==> config.mk <==
export PLATFORM = sky130hd
export DESIGN_NAME = grid_footprint_rasterizer
export DESIGN_NICKNAME = d
export VERILOG_FILES = /design/src/hw/rtl/gfr_pkg.sv /design/src/hw/rtl/gfr_ctrl.sv /design/src/hw/rtl/gfr_dpath.sv /design/src/hw/rtl/grid_footprint_rasterizer.sv
export SDC_FILE = /design/constraint.sdc
export NUM_CORES = 2
export LEC_CHECK = 0
export BUFFER_PORTS_ARGS = -buffer_cell sky130_fd_sc_hd__buf_4
export CORE_MARGIN = 8
export CORE_UTILIZATION = 40
export CTS_CLUSTER_DIAMETER = 120
export DETAILED_ROUTE_END_ITERATION = 10
export PLACE_DENSITY_LB_ADDON = 0.25
export SETUP_SLACK_MARGIN = 0.3
export SYNTH_ARGS = -nofsm -noshare
export SYNTH_HDL_FRONTEND = slang
export SYNTH_HIERARCHICAL = 1
export SYNTH_SLANG_ARGS = --single-unit
export TNS_END_PERCENT = 1
==> constraint.sdc <==
create_clock -name clk -period 10.2 [get_ports clk]
set_input_delay 1.53 -clock clk [delete_from_list [all_inputs] [get_ports clk]]
set_output_delay 1.53 -clock clk [all_outputs]
set_load 0.02 [all_outputs]
==> src/hw/rtl/gfr_pkg.sv <==
// gfr_pkg: types, constants and the pad function of the grid footprint rasterizer
// used by gfr_ctrl, gfr_dpath and grid_footprint_rasterizer; no dependencies
package gfr_pkg;

	localparam int CELL_W  = 23;
	localparam int CNT_W   = 13;
	localparam int POS_W   = 24;
	localparam int SIZE_W  = 23;
	localparam int IDX_W   = 16;
	localparam int MAX_PAD = 3;
	localparam int PAD_W   = 2;
	localparam int OFF_W   = PAD_W + 1;
	localparam int THR_W   = CELL_W + 3;
	localparam int PROD_W  = CELL_W + CNT_W;
	localparam int NUM_W   = PROD_W + 2;
	localparam int MAG_W   = PROD_W + 1;
	localparam int DIV_STEPS = MAG_W;
	localparam int STEP_W  = $clog2(DIV_STEPS);
	localparam int CFG_IDX_W = 2;
	localparam int IN_W    = 96;
	localparam int OUT_W   = 32;

	localparam logic [CFG_IDX_W-1:0] CFG_CELL_LENGTH = 2'd0;
	localparam logic [CFG_IDX_W-1:0] CFG_GRID_COLS   = 2'd1;
	localparam logic [CFG_IDX_W-1:0] CFG_GRID_ROWS   = 2'd2;

	localparam logic [CELL_W-1:0] CELL_RESET = 23'd256;
	localparam logic [CNT_W-1:0]  COLS_RESET = 13'd256;
	localparam logic [CNT_W-1:0]  ROWS_RESET = 13'd256;

	localparam logic AXIS_X = 1'b0;
	localparam logic AXIS_Z = 1'b1;

	typedef enum logic [2:0] {
		ST_IDLE,
		ST_MUL,
		ST_LOAD,
		ST_DIV,
		ST_FIN,
		ST_EMIT
	} gfr_state_t;

	typedef struct packed {
		logic cap;
		logic mul;
		logic load;
		logic step;
		logic fin;
		logic advance;
		logic axis;
	} gfr_cmd_t;

	typedef struct packed {
		logic last;
	} gfr_stat_t;

	typedef struct packed {
		logic [PAD_W-1:0] pad;
		logic             clip;
	} gfr_pad_t;

	// pad = floor((size-c)/(2c)) + 1 when size > c, else 0; clamped to MAX_PAD with clip set, found by threshold compares
	function automatic gfr_pad_t pad_calc(input logic [SIZE_W-1:0] size,
			input logic [CELL_W-1:0] c);
		gfr_pad_t         res;
		logic [THR_W-1:0] d;
		logic [THR_W-1:0] thr;
		logic [PAD_W-1:0] q;
		q = '0;
		d = THR_W'(size) - THR_W'(c);
		for (int j = 1; j <= MAX_PAD; j++) begin
			thr = THR_W'(c) * THR_W'(2 * j);
			if (d >= thr)
				q = q + 1'b1;
		end
		if (size <= c) begin
			res.pad  = '0;
			res.clip = 1'b0;
		end else if (q >= PAD_W'(MAX_PAD)) begin
			res.pad  = PAD_W'(MAX_PAD);
			res.clip = 1'b1;
		end else begin
			res.pad  = q + 1'b1;
			res.clip = 1'b0;
		end
		return res;
	endfunction

endpackage

==> src/hw/rtl/gfr_ctrl.sv <==
// gfr_ctrl: sequencer of the grid footprint rasterizer
// depends on gfr_pkg; drives gfr_dpath through gfr_cmd_t
module gfr_ctrl import gfr_pkg::*; (
	input  logic      clk,
	input  logic      arst_n,
	input  logic      s_tvalid,
	output logic      s_tready,
	output logic      m_tvalid,
	input  logic      m_tready,
	input  gfr_stat_t stat,
	output gfr_cmd_t  cmd
);

	gfr_state_t        state_q, state_d;
	logic              axis_q;
	logic [STEP_W-1:0] step_q;

	always_ff @(posedge clk or negedge arst_n) begin
		if (!arst_n) begin
			state_q <= ST_IDLE;
			axis_q  <= AXIS_X;
			step_q  <= '0;
		end else begin
			state_q <= state_d;
			case (state_q)
				ST_IDLE: axis_q <= AXIS_X;
				ST_LOAD: step_q <= '0;
				ST_DIV:  step_q <= step_q + 1'b1;
				ST_FIN:  axis_q <= AXIS_Z;
				default: ;
			endcase
		end
	end

	always_comb begin
		state_d = state_q;
		case (state_q)
			ST_IDLE: if (s_tvalid) state_d = ST_MUL;
			ST_MUL:  state_d = ST_LOAD;
			ST_LOAD: state_d = ST_DIV;
			ST_DIV: begin
				if (step_q == STEP_W'(DIV_STEPS - 1))
					state_d = ST_FIN;
			end
			ST_FIN: begin
				if (axis_q == AXIS_X)
					state_d = ST_MUL;
				else
					state_d = ST_EMIT;
			end
			ST_EMIT: if (m_tready && stat.last) state_d = ST_IDLE;
			default: state_d = ST_IDLE;
		endcase
	end

	always_comb begin
		s_tready    = 1'b0;
		m_tvalid    = 1'b0;
		cmd         = '0;
		cmd.axis    = axis_q;
		case (state_q)
			ST_IDLE: begin
				s_tready = 1'b1;
				cmd.cap  = s_tvalid;
			end
			ST_MUL:  cmd.mul  = 1'b1;
			ST_LOAD: cmd.load = 1'b1;
			ST_DIV:  cmd.step = 1'b1;
			ST_FIN:  cmd.fin  = 1'b1;
			ST_EMIT: begin
				m_tvalid    = 1'b1;
				cmd.advance = m_tready;
			end
			default: ;
		endcase
	end

endmodule

==> src/hw/rtl/gfr_dpath.sv <==
// gfr_dpath: config registers, pad compare, shared multiplier, serial divider, cell walk
// depends on gfr_pkg; controlled by gfr_ctrl through gfr_cmd_t
module gfr_dpath import gfr_pkg::*; (
	input  logic                 clk,
	input  logic                 arst_n,
	input  logic                 cfg_we,
	input  logic [CFG_IDX_W-1:0] cfg_idx,
	input  logic [CELL_W-1:0]    cfg_data,
	input  logic                 in_type,
	input  logic [POS_W-1:0]     in_pos_x,
	input  logic [POS_W-1:0]     in_pos_z,
	input  logic [SIZE_W-1:0]    in_size_x,
	input  logic [SIZE_W-1:0]    in_size_z,
	input  gfr_cmd_t             cmd,
	output gfr_stat_t            stat,
	output logic [IDX_W-1:0]     cell_row,
	output logic [IDX_W-1:0]     cell_col,
	output logic                 clipped
);

	logic [CELL_W-1:0] cell_q;
	logic [CNT_W-1:0]  cols_q, rows_q;
	logic [CELL_W-1:0] c_eff;

	logic              type_q;
	logic [POS_W-1:0]  posx_q, posz_q;
	logic [SIZE_W-1:0] sizex_q, sizez_q;

	logic [PAD_W-1:0]  padx_q, padz_q;
	logic              clip_q;
	logic [PROD_W-1:0] prod_q;
	logic              neg_q;
	logic [CELL_W-1:0] rem_q;
	logic [MAG_W-1:0]  qd_q;
	logic [IDX_W-1:0]  colbase_q, row_q, col_q;
	logic [OFF_W-1:0]  roff_q, coff_q;

	gfr_pad_t          px, pz;
	logic [CNT_W-1:0]  k;
	logic [NUM_W-1:0]  num;
	logic [MAG_W-1:0]  mag;
	logic [CELL_W:0]   rem_sh;
	logic              ge;
	logic [IDX_W-1:0]  q16, cen;
	logic              row_end;

	always_ff @(posedge clk or negedge arst_n) begin
		if (!arst_n) begin
			cell_q <= CELL_RESET;
			cols_q <= COLS_RESET;
			rows_q <= ROWS_RESET;
		end else if (cfg_we) begin
			case (cfg_idx)
				CFG_CELL_LENGTH: cell_q <= cfg_data;
				CFG_GRID_COLS:   cols_q <= cfg_data[CNT_W-1:0];
				CFG_GRID_ROWS:   rows_q <= cfg_data[CNT_W-1:0];
				default: ;
			endcase
		end
	end

	// zero cell length acts as one lsb
	assign c_eff = (cell_q == '0) ? CELL_W'(1) : cell_q;

	assign px = pad_calc(sizex_q, c_eff);
	assign pz = pad_calc(sizez_q, c_eff);

	// k = floor(count/2) + 1
	assign k = (cmd.axis == AXIS_X) ? (CNT_W'(cols_q[CNT_W-1:1]) + 1'b1)
		: (CNT_W'(rows_q[CNT_W-1:1]) + 1'b1);

	assign num = {{(NUM_W-POS_W){((cmd.axis == AXIS_X) ? posx_q[POS_W-1] : posz_q[POS_W-1])}},
		((cmd.axis == AXIS_X) ? posx_q : posz_q)} + NUM_W'(prod_q);
	assign mag = num[NUM_W-1] ? MAG_W'(~num + 1'b1) : num[MAG_W-1:0];

	assign rem_sh = {rem_q, qd_q[MAG_W-1]};
	assign ge     = rem_sh >= {1'b0, c_eff};

	assign q16 = qd_q[IDX_W-1:0];
	assign cen = neg_q ? (~q16 + 1'b1) : q16;

	assign row_end = (coff_q == {padx_q, 1'b0});

	always_ff @(posedge clk) begin
		if (cmd.cap) begin
			type_q  <= in_type;
			posx_q  <= in_pos_x;
			posz_q  <= in_pos_z;
			sizex_q <= in_size_x;
			sizez_q <= in_size_z;
		end
		if (cmd.mul) begin
			prod_q <= PROD_W'(k) * PROD_W'(c_eff);
			if (cmd.axis == AXIS_X) begin
				padx_q <= px.pad;
				padz_q <= type_q ? px.pad : pz.pad;
				clip_q <= px.clip | (type_q ? px.clip : pz.clip);
			end
		end
		if (cmd.load) begin
			neg_q <= num[NUM_W-1];
			rem_q <= '0;
			qd_q  <= mag;
		end
		if (cmd.step) begin
			rem_q <= ge ? CELL_W'(rem_sh - {1'b0, c_eff}) : rem_sh[CELL_W-1:0];
			qd_q  <= {qd_q[MAG_W-2:0], ge};
		end
		if (cmd.fin) begin
			if (cmd.axis == AXIS_X) begin
				colbase_q <= cen - IDX_W'(padx_q);
			end else begin
				row_q  <= cen - IDX_W'(padz_q);
				col_q  <= colbase_q;
				roff_q <= '0;
				coff_q <= '0;
			end
		end
		if (cmd.advance) begin
			if (row_end) begin
				coff_q <= '0;
				col_q  <= colbase_q;
				roff_q <= roff_q + 1'b1;
				row_q  <= row_q + 1'b1;
			end else begin
				coff_q <= coff_q + 1'b1;
				col_q  <= col_q + 1'b1;
			end
		end
	end

	assign stat.last = row_end && (roff_q == {padz_q, 1'b0});
	assign cell_row  = row_q;
	assign cell_col  = col_q;
	assign clipped   = clip_q;

endmodule

==> src/hw/rtl/grid_footprint_rasterizer.sv <==
// grid_footprint_rasterizer: top level, joins the sequencer and the datapath
// depends on gfr_pkg, gfr_ctrl and gfr_dpath
//
// Takes one box or sphere footprint per input word and emits every grid cell
// it covers, row by row, with tlast on the final cell. Each footprint needs
// a setup of one multiply and a 37-step restoring division per axis through
// a single shared divider, then emits one cell per cycle while the sink is
// ready. A new footprint is taken only after the last cell of the previous
// one has been accepted.
// Config writes are only allowed while the block is idle.
module grid_footprint_rasterizer import gfr_pkg::*; (
	input  logic                 clk,
	input  logic                 arst_n,
	input  logic                 s_tvalid,
	output logic                 s_tready,
	input  logic [IN_W-1:0]      s_tdata,  // pos_x, pos_z, size_x, size_z, zero fill
	input  logic                 s_tuser,  // req_type
	output logic                 m_tvalid,
	input  logic                 m_tready,
	output logic [OUT_W-1:0]     m_tdata,  // cell_row, cell_col
	output logic                 m_tuser,  // clipped
	output logic                 m_tlast,
	input  logic                 cfg_we,
	input  logic [CFG_IDX_W-1:0] cfg_idx,
	input  logic [CELL_W-1:0]    cfg_data
);

	gfr_cmd_t         cmd;
	gfr_stat_t        stat;
	logic [IDX_W-1:0] cell_row, cell_col;

	gfr_ctrl u_ctrl (
		.clk      (clk),
		.arst_n   (arst_n),
		.s_tvalid (s_tvalid),
		.s_tready (s_tready),
		.m_tvalid (m_tvalid),
		.m_tready (m_tready),
		.stat     (stat),
		.cmd      (cmd)
	);

	gfr_dpath u_dpath (
		.clk       (clk),
		.arst_n    (arst_n),
		.cfg_we    (cfg_we),
		.cfg_idx   (cfg_idx),
		.cfg_data  (cfg_data),
		.in_type   (s_tuser),
		.in_pos_x  (s_tdata[23:0]),
		.in_pos_z  (s_tdata[47:24]),
		.in_size_x (s_tdata[70:48]),
		.in_size_z (s_tdata[93:71]),
		.cmd       (cmd),
		.stat      (stat),
		.cell_row  (cell_row),
		.cell_col  (cell_col),
		.clipped   (m_tuser)
	);

	assign m_tdata = {cell_col, cell_row};
	assign m_tlast = stat.last;

endmodule

### Word level (Yosys, flattened, before mapping)

Index checks and enable logic that the tools add are counted.

* add/subtract/negate cells: 21
* $mul: 2
* magnitude comparators: 11
* eq/ne operators: 13
* mux-type cells: 54
* bitwise gates (word level): 4
* reduce and logical (&&, ||, !) cells: 17

Operator list (count)
* two-way mux 16 bit: 9
* two-way mux 37 bit: 3
* two-way mux 23 bit: 4
* >= comparator 26 x 24 -> 1 bit: 2
* >= comparator 26 x 25 -> 1 bit: 2
* >= comparator 26 bit: 2
* adder 16 x 1 -> 16 bit, second input constant: 3
* two-way mux 3 bit: 16
* subtractor 23 x 23 -> 24 bit: 2
* <= comparator 23 bit: 2
* adder 25 x 37 -> 38 bit: 1
* adder 37 x 1 -> 37 bit, second input constant: 1
* inverter 37 bit: 1
* multiplier 13 x 23 -> 36 bit: 1
* subtractor 16 x 2 -> 16 bit: 2
* adder 12 x 1 -> 13 bit, second input constant: 2
* multiplier 23 x 2 -> 25 bit, second input constant: 1
* >= comparator 24 x 23 -> 1 bit: 1
* two-way mux 24 bit: 1
* logical NOT 23 bit: 1
* subtractor 23 bit: 1
* one-hot mux 3 bit (6 select lines): 1
* inverter 16 bit: 1
* two-way mux 13 bit: 1
* 26 further kinds: 61

* flip-flop bits (word level): 310
* input bits: 127
* output and inout port bits: 36
* word-level logic and storage cells: 145

### Depth between registers and ports, before layout

* depth in word-level cells: 14
* depth in mapped cells: 36
* mapped depth without buffers: 35

### By module

The synthesis kept the hierarchy.

Modules (own cells, without submodules)
* gfr_dpath: times used 1, cells an instance 3453, area an instance 32414.8 um2, sequential area each 8526.9 um2
* gfr_ctrl: times used 1, cells an instance 64, area an instance 616.8 um2, sequential area each 250.2 um2

### Worst setup path before layout

No wires, ideal clock.

* path kind: register -> register
* start: register u_ctrl.axis_q
* end: register u_dpath.prod_q[34], data pin
* setup time: 0.258 ns
* arrival: 7.554 ns
* data required time: 9.942 ns
* slack: 2.389 ns
* stages on the path, launching flop included: 31
* buffers on the path: 4
* period minus slack after synthesis: 7.811 ns
* cells stage by stage: dfrtp_1 buf_4 clkbuf_1 mux2i_1 inv_1 clkbuf_1 ha_1 nand2_1 nor2_1 nand2_1 nor4_1 clkbuf_1 nand2_1 fa_1 fa_1 inv_1 fa_1 fa_1 inv_1 fa_1 inv_1 ha_1 a21boi_0 a31oi_1 o21ai_0 a41oi_1 o31ai_1 a41oi_1 a21oi_1 o22ai_1 xnor2_1

* word-level cells in the longest chain between the ends: 2

Ends and longest elaborated chain
* start: declaration: RTL line gfr_ctrl.sv:15 `logic axis_q;`
* start signal: assignment: RTL line gfr_ctrl.sv:21 `axis_q <= AXIS_X;`
* start signal: assignment: RTL line gfr_ctrl.sv:26 `ST_IDLE: axis_q <= AXIS_X;`
* start signal: assignment: RTL line gfr_ctrl.sv:29 `ST_FIN: axis_q <= AXIS_Z;`
* two-way mux 13 bit: RTL line gfr_dpath.sv:69 `assign k = (cmd.axis == AXIS_X) ? (CNT_W'(cols_q[CNT_W-1:1]) + 1'b1)`
* multiplier 13 x 23 -> 36 bit: RTL line gfr_dpath.sv:93 `prod_q <= PROD_W'(k) * PROD_W'(c_eff);`
* end signal: assignment: RTL line gfr_dpath.sv:93
* end: declaration: RTL line gfr_dpath.sv:31 `logic [PROD_W-1:0] prod_q;`

No other way between the ends.
A chain may end at the register's enable or synchronous reset.

### Final worst setup path

Ends and elaborated chain as after synthesis.

==> out/results.tsv <==
metric	value	unit
die_y	303.4	µm
tritoncts	yes	
synth_edf_count	232	
core_area	81980	µm²
detail_route.wirelength	88720	µm
most-common-layout-cells	sky130_fd_sc_hd__inv_1 (395), sky130_fd_sc_hd__nand2_1 (381), sky130_fd_sc_hd__ha_1 (368), sky130_fd_sc_hd__fa_1 (238), sky130_fd_sc_hd__edfxtp_1 (232)	
sequential_fraction_of_the_synthesis_area	0.2657	
finalNonFillerCells	4737	
timing.max_cap.violations	0	
multiInputGateArea	22230	µm²
htreeDepth	2	
post-cts-setup-buffer-count	0	
crit-reg2reg-capture	u_dpath/prod_q[34]$_DFFE_PP_	
synthMuxAreaShare	0.03239	
critPathTopFamily	compound AO/OA/AOI/OAI gates	
cp-end-kind	register	
grt_start_max_net_pins	61	
min_delay_worst_endpoint	u_dpath/roff_q[2]$_DFF_P_	
result_of_the_run	finished, final reports clean	
r2r-start	u_ctrl/axis_q$_DFFE_PN0P_	
holdBufCountCts	0	
share_of_the_synthesized_area_in_compound_gates_ao_oa_aoi_oai	0.1320	
routed-via-count	25350	
ys_ff_latch	308	
syn_inst	3517	
drt_drc_violations_left	0	
final_max_slew_viol_count	0	
worst-setup-path-type	register to register	
setup.worst_path.start_class	register	
synthAdderAreaFrac	0.2836	
largest_family_of_logic_cells_by_synthesized_area	adder cells	
diodes	0	
drive_above_1_share	0.1104	
overflow	0	
final-hold-violation-count	0	
cts_root_buffer	sky130_fd_sc_hd__clkbuf_16	
maxClockFrequency	0.1120	GHz
wire_length_of_the_first_global_routing_pass	140400	µm
antenna_violating_nets_post_route	0	
setup_total_negative_slack	0	ps
final.min_clock_period	8929	ps
numPortBuffers	160	
cts_max_path_buffers	3	
place_hpwl	68880	µm
worst_ep_required_time	10500	ps
dp_cells	4669	
peak_ir_drop_on_the_vdd_network	0.0004007	V
slowest_stage	sky130_fd_sc_hd__o21ai_1	
cts_num_sinks	308	
clock_skew	18.84	ps
crit_path_max_fanout	47	
yosys-top-cells-area	sky130_fd_sc_hd__edfxtp_1 (21%), sky130_fd_sc_hd__fa_1 (14%), sky130_fd_sc_hd__ha_1 (14%)	
effective_utilization_at_floorplan	0.4029	
worst_case_register_to_register_setup_slack	1270	ps
final_nets	4372	
cts_made_buffers	38	
portion_of_the_clock_cycle_consumed_by_the_worst_path_in_the_final_layout	0.8754	
cts_repair_resize_count	0	
netlist.top_cell.by_area	sky130_fd_sc_hd__edfxtp_1	
yosys_warnings	6	
detail_route.iter0.violations	1613	
first_global_vias	25310	
max-slew-margin-rel	0.2946	
area_delta_synth_final	10.90	%
timing.final.setup_violations	0	
worstHoldPathType	register to register	
wire_per_inst	18.73	µm
die_x	303.4	µm
worstRegToRegCells	31	
crit_arrival	9230	ps
synth-simple-area-share	0.1626	
synthesized_net_count	4250	
timing.hold.worst.start	u_dpath/roff_q[2]$_DFF_P_	
placement_rows	105	
tightest_slew	1054	ps
crit_path_buf_inv_count	5	
worst_setup_hold_path_clk_slew	60	ps
xor_xnor_fraction_of_synth_area	0.06098	
commonest_non_fill_non_tap_cell_in_the_layout	sky130_fd_sc_hd__inv_1	
io_pins	163	
gpl.final_weighted_congestion	0.8882	
filler_cell_count	7982	
regArea	8778	µm²
drt_pass1_iterations	6	
average_instance_area_after_synthesis	9.392	µm²
die_area	92030	µm²
routed_via_density	5.350	
worstHoldPathCells	1	
p_leak	16.45	nW
power_per_cell_area	348.1	nW/µm²
asyncSetResetFlopFracSynth	0.1851	
synth_flop_cell	sky130_fd_sc_hd__edfxtp_1	
synth.top_cell.area_share	0.2109	
netlist_area	33030	µm²
critical_path.max_stage_delay	680	ps
groute.usage.overall	0.1910	
clk-insertion-delay-late	560	ps
rsz0062_at_grt	no	
grt_antenna_before_repair	1	
synth.distinct_cells	108	
==> synthesized netlist by cell type, types with 78 or more instances <==
master	n
sky130_fd_sc_hd__inv_1	395
sky130_fd_sc_hd__nand2_1	381
sky130_fd_sc_hd__ha_1	368
sky130_fd_sc_hd__fa_1	238
sky130_fd_sc_hd__edfxtp_1	232
sky130_fd_sc_hd__nor2_1	185
sky130_fd_sc_hd__a21oi_1	174
sky130_fd_sc_hd__o21ai_0	161
sky130_fd_sc_hd__xnor2_1	146
sky130_fd_sc_hd__and2_1	130
sky130_fd_sc_hd__clkbuf_1	104
sky130_fd_sc_hd__xor2_1	84
sky130_fd_sc_hd__mux2_2	79
sky130_fd_sc_hd__a21o_1	78
sky130_fd_sc_hd__nand3_1	78
==> routing by layer <==
metal,track usage,routed length (µm)
met1,0.2616,40980
met4,0.04619,2105
met3,0.02986,4527
met2,0.3159,41110
met5,0,0
==> registers in the layout (all words and copies together), names as in the netlist, 6 cells and up <==
name	flops
u_dpath/cols_q	12
u_dpath/sizez_q	23
u_dpath/colbase_q	16
u_dpath/qd_q	37
u_dpath/posx_q	24
u_ctrl/step_q	6
u_dpath/cell_row	16
u_dpath/sizex_q	23
u_dpath/cell_col	16
u_dpath/cell_q	23
u_dpath/posz_q	24
u_dpath/rem_q	23
u_dpath/rows_q	12
u_dpath/prod_q	36
==> through the flow <==
stage                     total power [mW]  setup slack, ps  hold WS (ps)    util  area, µm²
after global placement               11.28             1297         488.0  0.4318      35400
after floorplan                      9.048             2389         456.9       -      33030
after detailed placement             11.40             1268         492.5  0.4318      35400
after global routing                 14.25            495.2         515.4  0.4468      36630
after CTS                            12.84             1252         503.6  0.4468      36630
final                                12.75             1271         503.5  0.4468      36630
==> layout make-up <==
class                   instances  area share
flip-flops and latches        308      0.2396
clock inverters                12    0.003723
clock buffers                  56     0.03002
well taps                    1070     0.03655
repair buffers                206     0.04222
multi-input cells            2688      0.6068
inverters                     397     0.04102
==> where the power goes <==
part	switching [mW]	internal, mW	total, mW
Clock	0.547	0.800	1.35
Sequential	0.109	1.91	2.02
Combinational	5.48	3.91	9.39
==> cell families (layout without fill, tap and decap cells) <==
logic type / Yosys count / count (layout)
flops: 308 / 308
fa+ha+maj: 606 / 606
buf+inv: 521 / 671
compound gates: 673 / 673
simple gates: 1082 / 1082
xor+xnor: 230 / 230
mux: 97 / 97
==> worst max-delay path by stage <==
stage                                         start                      endpoint  depth (start not counted)
after floorplan           u_ctrl/axis_q$_DFFE_PN0P_  u_dpath/prod_q[34]$_DFFE_PP_                         30
after global placement    u_ctrl/axis_q$_DFFE_PN0P_  u_dpath/prod_q[34]$_DFFE_PP_                         30
after detailed placement  u_ctrl/axis_q$_DFFE_PN0P_  u_dpath/prod_q[34]$_DFFE_PP_                         31
after CTS                 u_ctrl/axis_q$_DFFE_PN0P_  u_dpath/prod_q[34]$_DFFE_PP_                         31
after global routing      u_ctrl/axis_q$_DFFE_PN0P_  u_dpath/prod_q[34]$_DFFE_PP_                         32
final                     u_ctrl/axis_q$_DFFE_PN0P_  u_dpath/prod_q[34]$_DFFE_PP_                         31
(Power assumes the default switching activity.)
